`config.mk`:
```
export PLATFORM = sky130hd
export DESIGN_NAME = prf_ctrl
export DESIGN_NICKNAME = d
export VERILOG_FILES = /design/src/design/packet_ring_fifo_defines.svh /design/src/design/prf_pkg.sv /design/src/design/prf_ctrl.sv
export SDC_FILE = /design/constraint.sdc
export NUM_CORES = 1
export LEC_CHECK = 0
export ABC_CLOCK_PERIOD_IN_PS = 1400
export BUFFER_PORTS_ARGS = -buffer_cell sky130_fd_sc_hd__buf_2
export CAP_MARGIN = 20
export CORE_AREA = 2 2 39 41
export CTS_CLUSTER_DIAMETER = 100
export DETAILED_ROUTE_END_ITERATION = 8
export DIE_AREA = 0 0 41 43
export SLEW_MARGIN = 30
export SYNTH_ARGS = -nofsm -noshare
export SYNTH_HDL_FRONTEND = slang
export SYNTH_SLANG_ARGS = --single-unit
```
`constraint.sdc`:
```
create_clock -name i_clk -period 1.4 [get_ports i_clk]
set_input_delay 0.14 -clock i_clk [delete_from_list [all_inputs] [get_ports i_clk]]
set_output_delay 0.14 -clock i_clk [all_outputs]
set_load 0.02 [all_outputs]
```
`src/design/packet_ring_fifo_defines.svh`:
```
// Assertion macros shared by the packet ring FIFO RTL.
`ifndef PACKET_RING_FIFO_DEFINES_SVH
`define PACKET_RING_FIFO_DEFINES_SVH

`ifndef ASSERT_OFF

// Condition must hold at every clock edge outside reset.
`define PRF_ASSERT_ALWAYS(name, cond, msg) \
    name: assert property (@(posedge i_clk) disable iff (!i_rst_n) (cond)) else $error(msg);

// Consequent must hold in the same cycle as the antecedent.
`define PRF_ASSERT_IMPL(name, ante, cons, msg) \
    name: assert property (@(posedge i_clk) disable iff (!i_rst_n) (ante) |-> (cons)) \
        else $error(msg);

// Consequent must hold in the cycle after the antecedent.
`define PRF_ASSERT_NEXT(name, ante, cons, msg) \
    name: assert property (@(posedge i_clk) disable iff (!i_rst_n) (ante) |=> (cons)) \
        else $error(msg);

`else

`define PRF_ASSERT_ALWAYS(name, cond, msg)
`define PRF_ASSERT_IMPL(name, ante, cons, msg)
`define PRF_ASSERT_NEXT(name, ante, cons, msg)

`endif

`endif

```
`src/design/prf_pkg.sv`:
```
// Shared constants, codes and controller/datapath types for the packet ring FIFO.
package prf_pkg;

    localparam int SLOTS       = 16;
    localparam int SLOT_BYTES  = 2048;
    localparam int RECORD_BITS = 64;

    localparam int SLOT_W      = $clog2(SLOTS);
    localparam int OFF_W       = $clog2(SLOT_BYTES);
    localparam int LEN_W       = $clog2(SLOT_BYTES + 1);
    localparam int BYTE_ADDR_W = SLOT_W + OFF_W;

    localparam int CAP_W       = 4;
    localparam int MAXLEN_W    = 12;
    localparam int CFG_W       = 12;
    localparam int CFG_IDX_W   = 1;
    localparam int STATUS_W    = 3;
    localparam int OFFSET_W    = 11;
    localparam int DEPTH_W     = 4;
    localparam int LENOUT_W    = 12;

    localparam logic [CAP_W-1:0]    CAP_RESET    = 4'd15;
    localparam logic [MAXLEN_W-1:0] MAXLEN_RESET = 12'd2048;

    // register indexes on the configuration port
    localparam logic [CFG_IDX_W-1:0] REG_RING_CAPACITY    = 1'b0;
    localparam logic [CFG_IDX_W-1:0] REG_MAX_PACKET_BYTES = 1'b1;

    // result status codes
    localparam logic [STATUS_W-1:0] ST_OK         = 3'd0;
    localparam logic [STATUS_W-1:0] ST_DROP_FULL  = 3'd1;
    localparam logic [STATUS_W-1:0] ST_DROP_LONG  = 3'd2;
    localparam logic [STATUS_W-1:0] ST_EMPTY      = 3'd3;
    localparam logic [STATUS_W-1:0] ST_BAD_OFFSET = 3'd4;

    typedef enum logic [1:0] {
        FUNC_PUSH   = 2'd0,
        FUNC_READ   = 2'd1,
        FUNC_POP    = 2'd2,
        FUNC_STATUS = 2'd3
    } t_func;

    typedef struct packed {
        logic load;     // capture the input transaction
        logic exec;     // update pointers, write memories, start reads
        logic rd_done;  // memory read data is valid
        logic wb;       // move pending result into the output register
    } t_dp_cmd;

    typedef struct packed {
        logic read_hit; // read of a non-empty ring, needs a RAM read
    } t_dp_sts;

endpackage

```
`src/design/prf_ctrl.sv`:
```
// Transaction sequencer and output handshake for the packet ring FIFO.
module prf_ctrl
    import prf_pkg::*;
(
    input  logic    i_clk,
    input  logic    i_rst_n,
    input  logic    i_in_valid,
    output logic    o_in_ready,
    output logic    o_out_valid,
    input  logic    i_out_ready,
    output t_dp_cmd o_cmd,
    input  t_dp_sts i_sts
);

    typedef enum logic [3:0] {
        S_IDLE  = 4'b0001,
        S_EXEC  = 4'b0010,
        S_RDATA = 4'b0100,
        S_WBACK = 4'b1000
    } t_state;

    t_state r_state, n_state;
    logic   r_out_valid, n_out_valid;
    logic   out_free;

    assign out_free = !r_out_valid || i_out_ready;

    always_comb begin
        n_state = r_state;
        o_cmd   = '0;
        unique case (r_state)
            S_IDLE: begin
                if (i_in_valid) begin
                    o_cmd.load = 1'b1;
                    n_state    = S_EXEC;
                end
            end
            S_EXEC: begin
                o_cmd.exec = 1'b1;
                n_state    = i_sts.read_hit ? S_RDATA : S_WBACK;
            end
            S_RDATA: begin
                o_cmd.rd_done = 1'b1;
                n_state       = S_WBACK;
            end
            S_WBACK: begin
                if (out_free) begin
                    o_cmd.wb = 1'b1;
                    n_state  = S_IDLE;
                end
            end
            default: n_state = S_IDLE;
        endcase
    end

    always_comb begin
        if (o_cmd.wb) begin
            n_out_valid = 1'b1;
        end else if (i_out_ready) begin
            n_out_valid = 1'b0;
        end else begin
            n_out_valid = r_out_valid;
        end
    end

    always_ff @(posedge i_clk) begin
        if (!i_rst_n) begin
            r_state     <= S_IDLE;
            r_out_valid <= 1'b0;
        end else begin
            r_state     <= n_state;
            r_out_valid <= n_out_valid;
        end
    end

    assign o_in_ready  = (r_state == S_IDLE);
    assign o_out_valid = r_out_valid;

endmodule

```
==> out/metrics.cfg, run 1 <==
[min_path]
min_to = r_state[2]
hold_class = in -> reg
hold-path-cell-count = 3
timing.hold.worst.start = i_sts

[timing]
rsz0062_at_grt = yes
fin_crit_ns = 1.35
drv_slew = 0
setup_viol = 0
worst_slew_pin_slew_ns = 0.244
fin_crit_sh_pct = 96.2
fin_skew_ns = 0.000507
relSlewSlack_pct = 83.5
fmax_mhz = 743
fin_setup_tns_ns = 0
hold_viol_final = 0

[finish]
nFillCells = 144
multi_input_area_um2 = 180
seq_area_um2 = 105
antenna_cells = 0
areaGrowthSynthToFinish_pct = 44.1
drive_above_1_share_pct = 51.1
fin_nets = 51

[global_routing]
grt_pass1_vias = 228
grt_overflow_total = 0
grt_antenna_before_repair = 0
grt_pass1_wl_um = 807
grt_max_degree = 8
track_usage_pct = 7.14

[pwr]
vdd_drop_max_uv = 385
p_leak_uw = 0.000186
powerDensity_nw_per_um2 = 985
total_power_uw = 403

[cts]
clkLatencyLatePin_ns = 0.23
cts_sinks = 5
cts-buffers-inserted = 3
ctsHtreeMaxLevel = 1
clockRootBuffer = clkbuf_4
max-clock-path-buffers = 2
path_clk_slew_ns = 0.04
cts_tree = built

[synth]
synth_area_leader_cell = dfxtp_1
synth_cells = 30
synth.area.top_cells = dfxtp_1, nor4b_2, nor2b_1
synth_ff_type = dfxtp_1
async_reset_ff_share_pct = 0
yosys_register_bits = 5
synthTopCellsByCount = dfxtp_1, nor2b_1
yosysUniqueCellTypes = 17
syn_area_um2 = 284
synth_nets = 35
seq_area_frac_synth_pct = 35.2
yosysMostFrequentCell = dfxtp_1
synth_edf_count = 0
synth_top_area_share_pct = 35.2
synth-warning-count = 0
postSynthAreaPerCell_um2 = 9.47

[die]
placementRows = 14
coreArea_um2 = 1380
initial_core_util_pct = 20.5
die_width_um = 41
die_area_um2 = 1760
die_h_um = 43
io_pins = 11

[detailed_routing]
drt-initial-drc-count = 1
routedWlPerCell_um = 8.67
route.detailed.drc = 0
vias_per_cell = 4.16
dr.pass1.iters = 2
ant_nets = 0
vias = 254
totalWireLength_um = 529

[run_status]
outcome = finished clean

[setup_path]
r2r_end = r_state[3]
regToRegStartpoint = r_state[3]
critPathRequiredTime_ns = 1.26
cp-end-kind = primary output
r2r_setup_slack_ns = 0.25
reg2reg_depth = 4
crit_arrival_ns = 1.21
cp-start-kind = register
crit_type = reg -> out
crit_path_max_fanout = 5

[job]
maxCapViolations = 0

[placement]
post-dp-hpwl_um = 407
gp_congestion = 0.688
port_buffers = 10

## sequential cells by signal, summed over array words and instances (netlist names)
signal	flops
r_state	4
o_out_valid	1
## worst max path at each step
stage | startpoint | to | cells past startpoint
detailed placement | r_state[3] | o_cmd[0] | 3
floorplan | r_state[3] | o_cmd[3] | 2
global route | r_state[0] | o_cmd[0] | 3
finish | r_state[3] | o_cmd[3] | 3
CTS | r_state[2] | o_cmd[3] | 3
global placement | r_state[3] | o_cmd[0] | 3
## cell type report
type                    instances  area share, %
clock buffers                   4           6.42
inverters                       2           1.83
multi-input cells              22           44.0
flip-flops and latches          5           25.7
well taps                      16           4.89
repair buffers                 12           17.1
## report_power, final
group | switching, uW | internal, uW
combinational | 34.5 | 43.9
clock | 51.5 | 107
sequential | 14.6 | 151
## stage by stage
stage / utilization [%] / instances / worst slack (ns) / cell area [um^2] / hold WS (ns)
floorplan: - / 30 / 0.148 / 284 / 0.254
global placement: 25.0 / 55 / 0.199 / 347 / 0.372
detailed placement: 25.0 / 55 / 0.139 / 347 / 0.381
CTS: 28.7 / 60 / 0.00408 / 397 / 0.121
global route: 29.6 / 61 / -0.00892 / 409 / 0.139
finish: 29.6 / 61 / 0.0534 / 409 / 0.129
## critical path, stage by stage (launching register included)
cell	delay, ns
dfxtp_2	0.35
nor4b_4	0.32
and2_1	0.17
buf_4	0.13
## logic make-up (layout without fill, tap and decap cells)
group	Yosys count	count (layout)	share of synthesized area (%)
and+or+nand+nor	15	15	42.3
AOI/OAI and AO/OA	7	7	17.2
DFF	5	5	35.2
buffers and inverters	3	18	5.29
## what timing repair did
action,4_1_cts,5_1_grt
pin swaps,2,2
hold buffers,0,0
setup buffers,1,1
resized for setup,6,2
endpoints found under the setup margin,3,2
## layer usage
metal,vias up,GRT usage [%],wire (um)
met2,9,10.3,266
met5,-,0,0
met1,111,7.42,218
li1,134,-,-
met4,0,8.00,0
met3,0,1.57,44
## layout by cell type, fill, tap and decap left out
| cell type | count |
|---|---|
| dfxtp_1 | 1 |
| dfxtp_2 | 4 |
| nor4b_2 | 1 |
| and2_1 | 2 |
| o21ai_0 | 2 |
| nand2_1 | 2 |
| nor4b_4 | 2 |
| clkbuf_4 | 3 |
| a21o_1 | 1 |
| a21oi_1 | 1 |
| nor2b_1 | 3 |
| clkbuf_1 | 1 |
| nor2_1 | 2 |
| o21a_1 | 1 |
| buf_2 | 8 |
| nor2b_2 | 1 |
| and3_1 | 1 |
| nor3b_1 | 1 |
| o311ai_1 | 1 |
| a21bo_1 | 1 |
| inv_1 | 2 |
| buf_4 | 4 |
(Power assumes the default switching activity.)
==> run 2, diff against run 1 <==
--- a/config.mk
+++ b/config.mk
@@ -5,7 +5,7 @@
 export SDC_FILE = /design/constraint.sdc
 export NUM_CORES = 1
 export LEC_CHECK = 0
-export ABC_CLOCK_PERIOD_IN_PS = 1400
+export ABC_CLOCK_PERIOD_IN_PS = 1200
 export BUFFER_PORTS_ARGS = -buffer_cell sky130_fd_sc_hd__buf_2
 export CAP_MARGIN = 20
 export CORE_AREA = 2 2 39 41
==> constraint.sdc (replaced) <==
create_clock -name i_clk -period 1.2 [get_ports i_clk]
set_input_delay 0.12 -clock i_clk [delete_from_list [all_inputs] [get_ports i_clk]]
set_output_delay 0.12 -clock i_clk [all_outputs]
set_load 0.02 [all_outputs]
==> run 2 against run 1 <==
  * The flow now finishes with violations (negative setup slack)
  * First-iteration DRC count is 100% higher
  * Count of clock-buffer cells in the layout unchanged
  * Critical path depth unchanged
  * Utilization is 5.4 points higher
  * Die area stayed put
  * Wire length is 37% higher
  * Critical path type unchanged
  * Largest cell class unchanged
==> out/metrics.cfg, run 2 (synthesis gave the netlist of run 1 again) <==
[timing]
setup_slack_ns = -0.121  ; -0.175 ns
fin_skew_ns = 0.00391  ; +0.00340 ns
setup_viol = 6  ; +6
fmax_mhz = 757
rsz0062_at_grt = yes
drv_slew = 0  ; unchanged
worst_slew_pin_slew_ns = 0.268  ; +0.0247 ns
relSlewSlack_pct = 81.8  ; -1.7 points
hold_slack_ns = 0.115  ; -0.0139 ns
hold_viol_final = 0  ; unchanged
fin_crit_sh_pct = 110
fin_setup_tns_ns = -0.405  ; -0.405 ns
fin_crit_ns = 1.32

[setup_path]
reg2reg_depth = 5  ; +1
crit_type = reg -> out
cp-start-kind = register
cp-end-kind = primary output
crit_path_max_fanout = 5  ; unchanged
crit_arrival_ns = 1.20  ; about the same
critPathRequiredTime_ns = 1.08  ; -0.18 ns

[detailed_routing]
totalWireLength_um = 726  ; +37%
vias = 290  ; +14%
vias_per_cell = 4.39  ; +5.5%
route.detailed.drc = 0  ; unchanged
drt-initial-drc-count = 2  ; +1
dr.pass1.iters = 2  ; unchanged
routedWlPerCell_um = 11.0  ; +27%
ant_nets = 0  ; unchanged

[die]
placementRows = 14  ; unchanged
initial_core_util_pct = 20.5  ; unchanged
die_width_um = 41  ; unchanged
coreArea_um2 = 1380  ; unchanged
io_pins = 11  ; unchanged
die_area_um2 = 1760  ; unchanged
die_h_um = 43  ; unchanged

[cts]
max-clock-path-buffers = 2  ; unchanged
clockRootBuffer = clkbuf_4
cts-buffers-inserted = 3  ; unchanged
path_clk_slew_ns = 0.04  ; about the same
ctsHtreeMaxLevel = 1  ; unchanged
cts_sinks = 5  ; unchanged
cts_tree = built
hold_buffers = 0  ; unchanged
clkLatencyLatePin_ns = 0.23  ; about the same

[finish]
layout_common_cells = buf_4, buf_2, nor2b_1
final_area_um2 = 484  ; +18%
largest_reg_flops = 4  ; unchanged
fin_cells = 66  ; +8.2%
final_common_cell = buf_4
fin_nets = 56  ; +9.8%
antenna_cells = 0  ; unchanged
nFillCells = 150  ; +4.2%
regMostFlops = r_state
areaGrowthSynthToFinish_pct = 70.5
drive_above_1_share_pct = 60.0  ; +8.9 points

[run_status]
violations = negative setup slack
outcome = finished with violations

[global_routing]
grt_pass1_wl_um = 1220  ; +51%
grt_overflow_total = 0  ; unchanged
track_usage_pct = 10.2  ; +3.1 points
grt_max_degree = 8  ; unchanged
grt_pass1_vias = 303  ; +33%
grt_antenna_before_repair = 0  ; unchanged

[placement]
post-dp-hpwl_um = 477  ; +17%
port_buffers = 10  ; unchanged
gp_congestion = 0.692  ; +0.55%
place_area_um2 = 365  ; +5.4%
dp_cells = 57  ; +3.6%

[job]
maxCapViolations = 0  ; unchanged

[pwr]
pwr-share-clk_pct = 37.3  ; -2.1 points
power_frac_seq_pct = 38.1  ; -3.1 points
power.internal_uw = 368  ; +22%
p_switching_uw = 127  ; +27%
total_power_uw = 496  ; +23%
p_leak_uw = 0.000220  ; +18%
powerDensity_nw_per_um2 = 1020  ; +3.9%
vdd_drop_max_uv = 392  ; +1.9%
swShare_pct = 25.7  ; +0.74 points
p_comb_share_pct = 24.6  ; +5.2 points

[min_path]
hold_class = in -> reg
hold-path-cell-count = 2  ; -1

==> run 2: power by group through the flow <==
stage	combinational, uW	clock, uW	sequential, uW
after floorplan	61.7	0	190
after global placement	93.0	0	190
after detailed placement	95.0	0	190
after CTS	115	197	188
after global routing	131	207	190
final	122	185	189
==> run 2: cell type report <==
cell class              count  area [um^2]  area share [%]
multi-input cells          22          200            41.3
repair buffers             17          120            24.8
flip-flops and latches      5          110            22.7
clock buffers               4         26.3            5.43
well taps                  16         20.0            4.13
inverters                   2         7.51            1.55
==> run 2: repair_timing <==
action,CTS,global route
endpoints found under the setup margin,5,8
gates resized for setup,13,2
buffers inserted,4,1
pin swaps,2,2
==> run 2: per-layer routing <==
metal | wire [um] | vias to the layer above | GRT usage (%) | part of all wire [%]
met5 | 0 | - | 0 | 0
met2 | 372 | 11 | 16.6 | 51
met1 | 293 | 132 | 11.6 | 40
met4 | 0 | 0 | 6.00 | 0
met3 | 60 | 0 | 2.09 | 8.3
li1 | - | 147 | - | -
==> run 2: critical path, cell delays in order, from the launching register on <==
cell and delay (ns):
dfxtp_4 0.36, nor4b_4 0.31, and2_4 0.19, buf_6 0.11
==> run 2: per-stage QoR <==
stage | worst slack, ns | util [%]
after floorplan | 0.000380 | -
final | -0.121 | 35.0
after global routing | -0.171 | 35.0
after CTS | -0.145 | 33.6
after detailed placement | 0.0320 | 26.4
after global placement | 0.0324 | 26.4
==> run 2: worst paths after layout <==
kind	end	slack (ns)	from
setup / recovery	o_cmd[3]	-0.12	r_state[2]
hold / removal	o_out_valid	0.12	i_rst_n
setup reg to reg	r_state[0]	-0.01	r_state[2]
hold reg to reg	r_state[3]	0.62	o_out_valid
==> run 3, diff against run 2 <==
--- a/config.mk
+++ b/config.mk
@@ -12,6 +12,7 @@
 export CTS_CLUSTER_DIAMETER = 100
 export DETAILED_ROUTE_END_ITERATION = 8
 export DIE_AREA = 0 0 41 43
+export RECOVER_POWER = 100
 export SLEW_MARGIN = 30
 export SYNTH_ARGS = -nofsm -noshare
 export SYNTH_HDL_FRONTEND = slang
==> run 3 against run 2 <==
  * The flow still finishes with violations (negative setup slack)
  * Largest power group unchanged
  * Die area stayed put
  * Power hardly changed
  * Wire length is 0.28% lower
  * Critical path type unchanged
==> out/metrics.cfg, run 3 (synthesis gave the netlist of run 1 again) <==
[run_status]
outcome = finished with violations
violations = negative setup slack

[finish]
largest_reg_flops = 4  ; unchanged
antenna_cells = 0  ; unchanged
regMostFlops = r_state
final_core_util_pct = 34.9  ; -0.090 points
drive_above_1_share_pct = 58.0  ; -2.0 points
fin_nets = 56  ; unchanged
final_common_cell = buf_4
nFillCells = 151  ; +0.67%
layout_common_cells = buf_4, buf_2, nor2b_1
areaGrowthSynthToFinish_pct = 70.0

[cts]
ctsHtreeMaxLevel = 1  ; unchanged
max-clock-path-buffers = 2  ; unchanged
cts-buffers-inserted = 3  ; unchanged
cts_sinks = 5  ; unchanged
cts_tree = built
clkLatencyLatePin_ns = 0.23  ; about the same
path_clk_slew_ns = 0.04  ; about the same
clockRootBuffer = clkbuf_4

[detailed_routing]
dr.pass1.iters = 2  ; unchanged
totalWireLength_um = 724  ; -0.28%
route.detailed.drc = 0  ; unchanged
vias_per_cell = 4.39  ; unchanged
vias = 290  ; unchanged
ant_nets = 0  ; unchanged
drt-initial-drc-count = 2  ; unchanged
routedWlPerCell_um = 11.0  ; -0.28%

[placement]
post-dp-hpwl_um = 477  ; unchanged
port_buffers = 10  ; unchanged
gp_congestion = 0.692  ; unchanged

[setup_path]
crit_path_max_fanout = 5  ; unchanged
cp-end-kind = primary output
crit_type = reg -> out
r2r_setup_slack_ns = -0.01  ; about the same
r2r_end = r_state[0]
crit_arrival_ns = 1.20  ; about the same
cp-start-kind = register
critPathRequiredTime_ns = 1.08  ; about the same
regToRegStartpoint = r_state[2]
reg2reg_depth = 5  ; unchanged

[global_routing]
grt_pass1_vias = 303  ; unchanged
grt_pass1_wl_um = 1220  ; unchanged
track_usage_pct = 10.2  ; unchanged
grt_max_degree = 8  ; unchanged
grt_antenna_before_repair = 0  ; unchanged
grt_overflow_total = 0  ; unchanged

[timing]
hold_viol_final = 0  ; unchanged
rsz0062_at_grt = yes
drv_slew = 0  ; unchanged
fin_crit_sh_pct = 110  ; about the same
fin_crit_ns = 1.32  ; +0.0000740 ns
setup_viol = 6  ; unchanged
relSlewSlack_pct = 81.8  ; unchanged
worst_slew_pin_slew_ns = 0.268  ; unchanged
setup_slack_ns = -0.121  ; -0.0000740 ns
fmax_mhz = 757  ; about the same
fin_skew_ns = 0.00391  ; -0.0000000100 ns

[die]
die_area_um2 = 1760  ; unchanged
placementRows = 14  ; unchanged
initial_core_util_pct = 20.5  ; unchanged
coreArea_um2 = 1380  ; unchanged
io_pins = 11  ; unchanged
die_width_um = 41  ; unchanged
die_h_um = 43  ; unchanged

[pwr]
p_leak_uw = 0.000216  ; -2.0%
total_power_uw = 496  ; about the same
vdd_drop_max_uv = 392  ; about the same
powerDensity_nw_per_um2 = 1030  ; +0.26%

[min_path]
min_to = o_out_valid
hold-path-cell-count = 2  ; unchanged
hold_class = in -> reg
timing.hold.worst.start = i_rst_n

[job]
maxCapViolations = 0  ; unchanged

## run 3: changes by cell type in the layout (fill, tap and decap cells not counted)
cell,change
clkbuf_1,+1
buf_2,-1
## run 3: cell type report
cell class                      count  area [um^2]  share of cell area, %
Clock buffer                        4         26.3                   5.44
Tap cell                           16         20.0                   4.15
Inverter                            2         7.51                   1.55
Timing Repair Buffer               17          119                   24.6
Multi-Input combinational cell     22          200                   41.5
Sequential cell                     5          110                   22.8
## run 3: worst max path at each step
stage	slack, ns	start	end
after floorplan	0.0004	r_state[0]	o_cmd[3]
after global placement	0.03	r_state[0]	o_cmd[0]
after detailed placement	0.03	r_state[2]	o_cmd[0]
after CTS	-0.15	r_state[2]	o_cmd[3]
after global routing	-0.17	r_state[0]	o_cmd[0]
final	-0.12	r_state[2]	o_cmd[3]
## run 3: critical path, stage by stage, from the launching register on
cell and delay, ns:
dfxtp_4 0.36, nor4b_4 0.31, and2_4 0.19, buf_6 0.11
## run 3: metal layers
layer  wire length, um  part of all wire [%]  GRT usage, %
met1               292                    40          11.6
met2               372                    51          16.6
met3                59                   8.1          2.09
met4                 0                     0          6.00
met5                 0                     0             0
## run 3: where the power goes
part	switching (uW)	leakage [uW]	total, uW	internal (uW)
clock	59.9	0.0000150	185	125
combinational	52.4	0.000159	122	69.3
sequential	15.1	0.0000425	189	174
total	127	0.000216	496	368
## run 3: what timing repair did
action	4_1_cts	5_1_grt
pin swaps	2	2
hold buffers	0	0
buffers inserted	4	1
setup endpoints to repair	5	8
resized for setup	13	2
## run 3: stage by stage
step / hold slack, ns / setup slack, ns / instance area (um^2) / instances / setup TNS [ns]
2_1_floorplan: 0.234 / 0.000380 / 288 / 30 / 0
3_3_place_gp: 0.354 / 0.0324 / 365 / 57 / 0
3_5_place_dp: 0.352 / 0.0320 / 365 / 57 / 0
4_1_cts: 0.102 / -0.145 / 465 / 65 / -0.461
5_1_grt: 0.122 / -0.171 / 483 / 66 / -0.723
6_report: 0.115 / -0.121 / 483 / 66 / -0.405
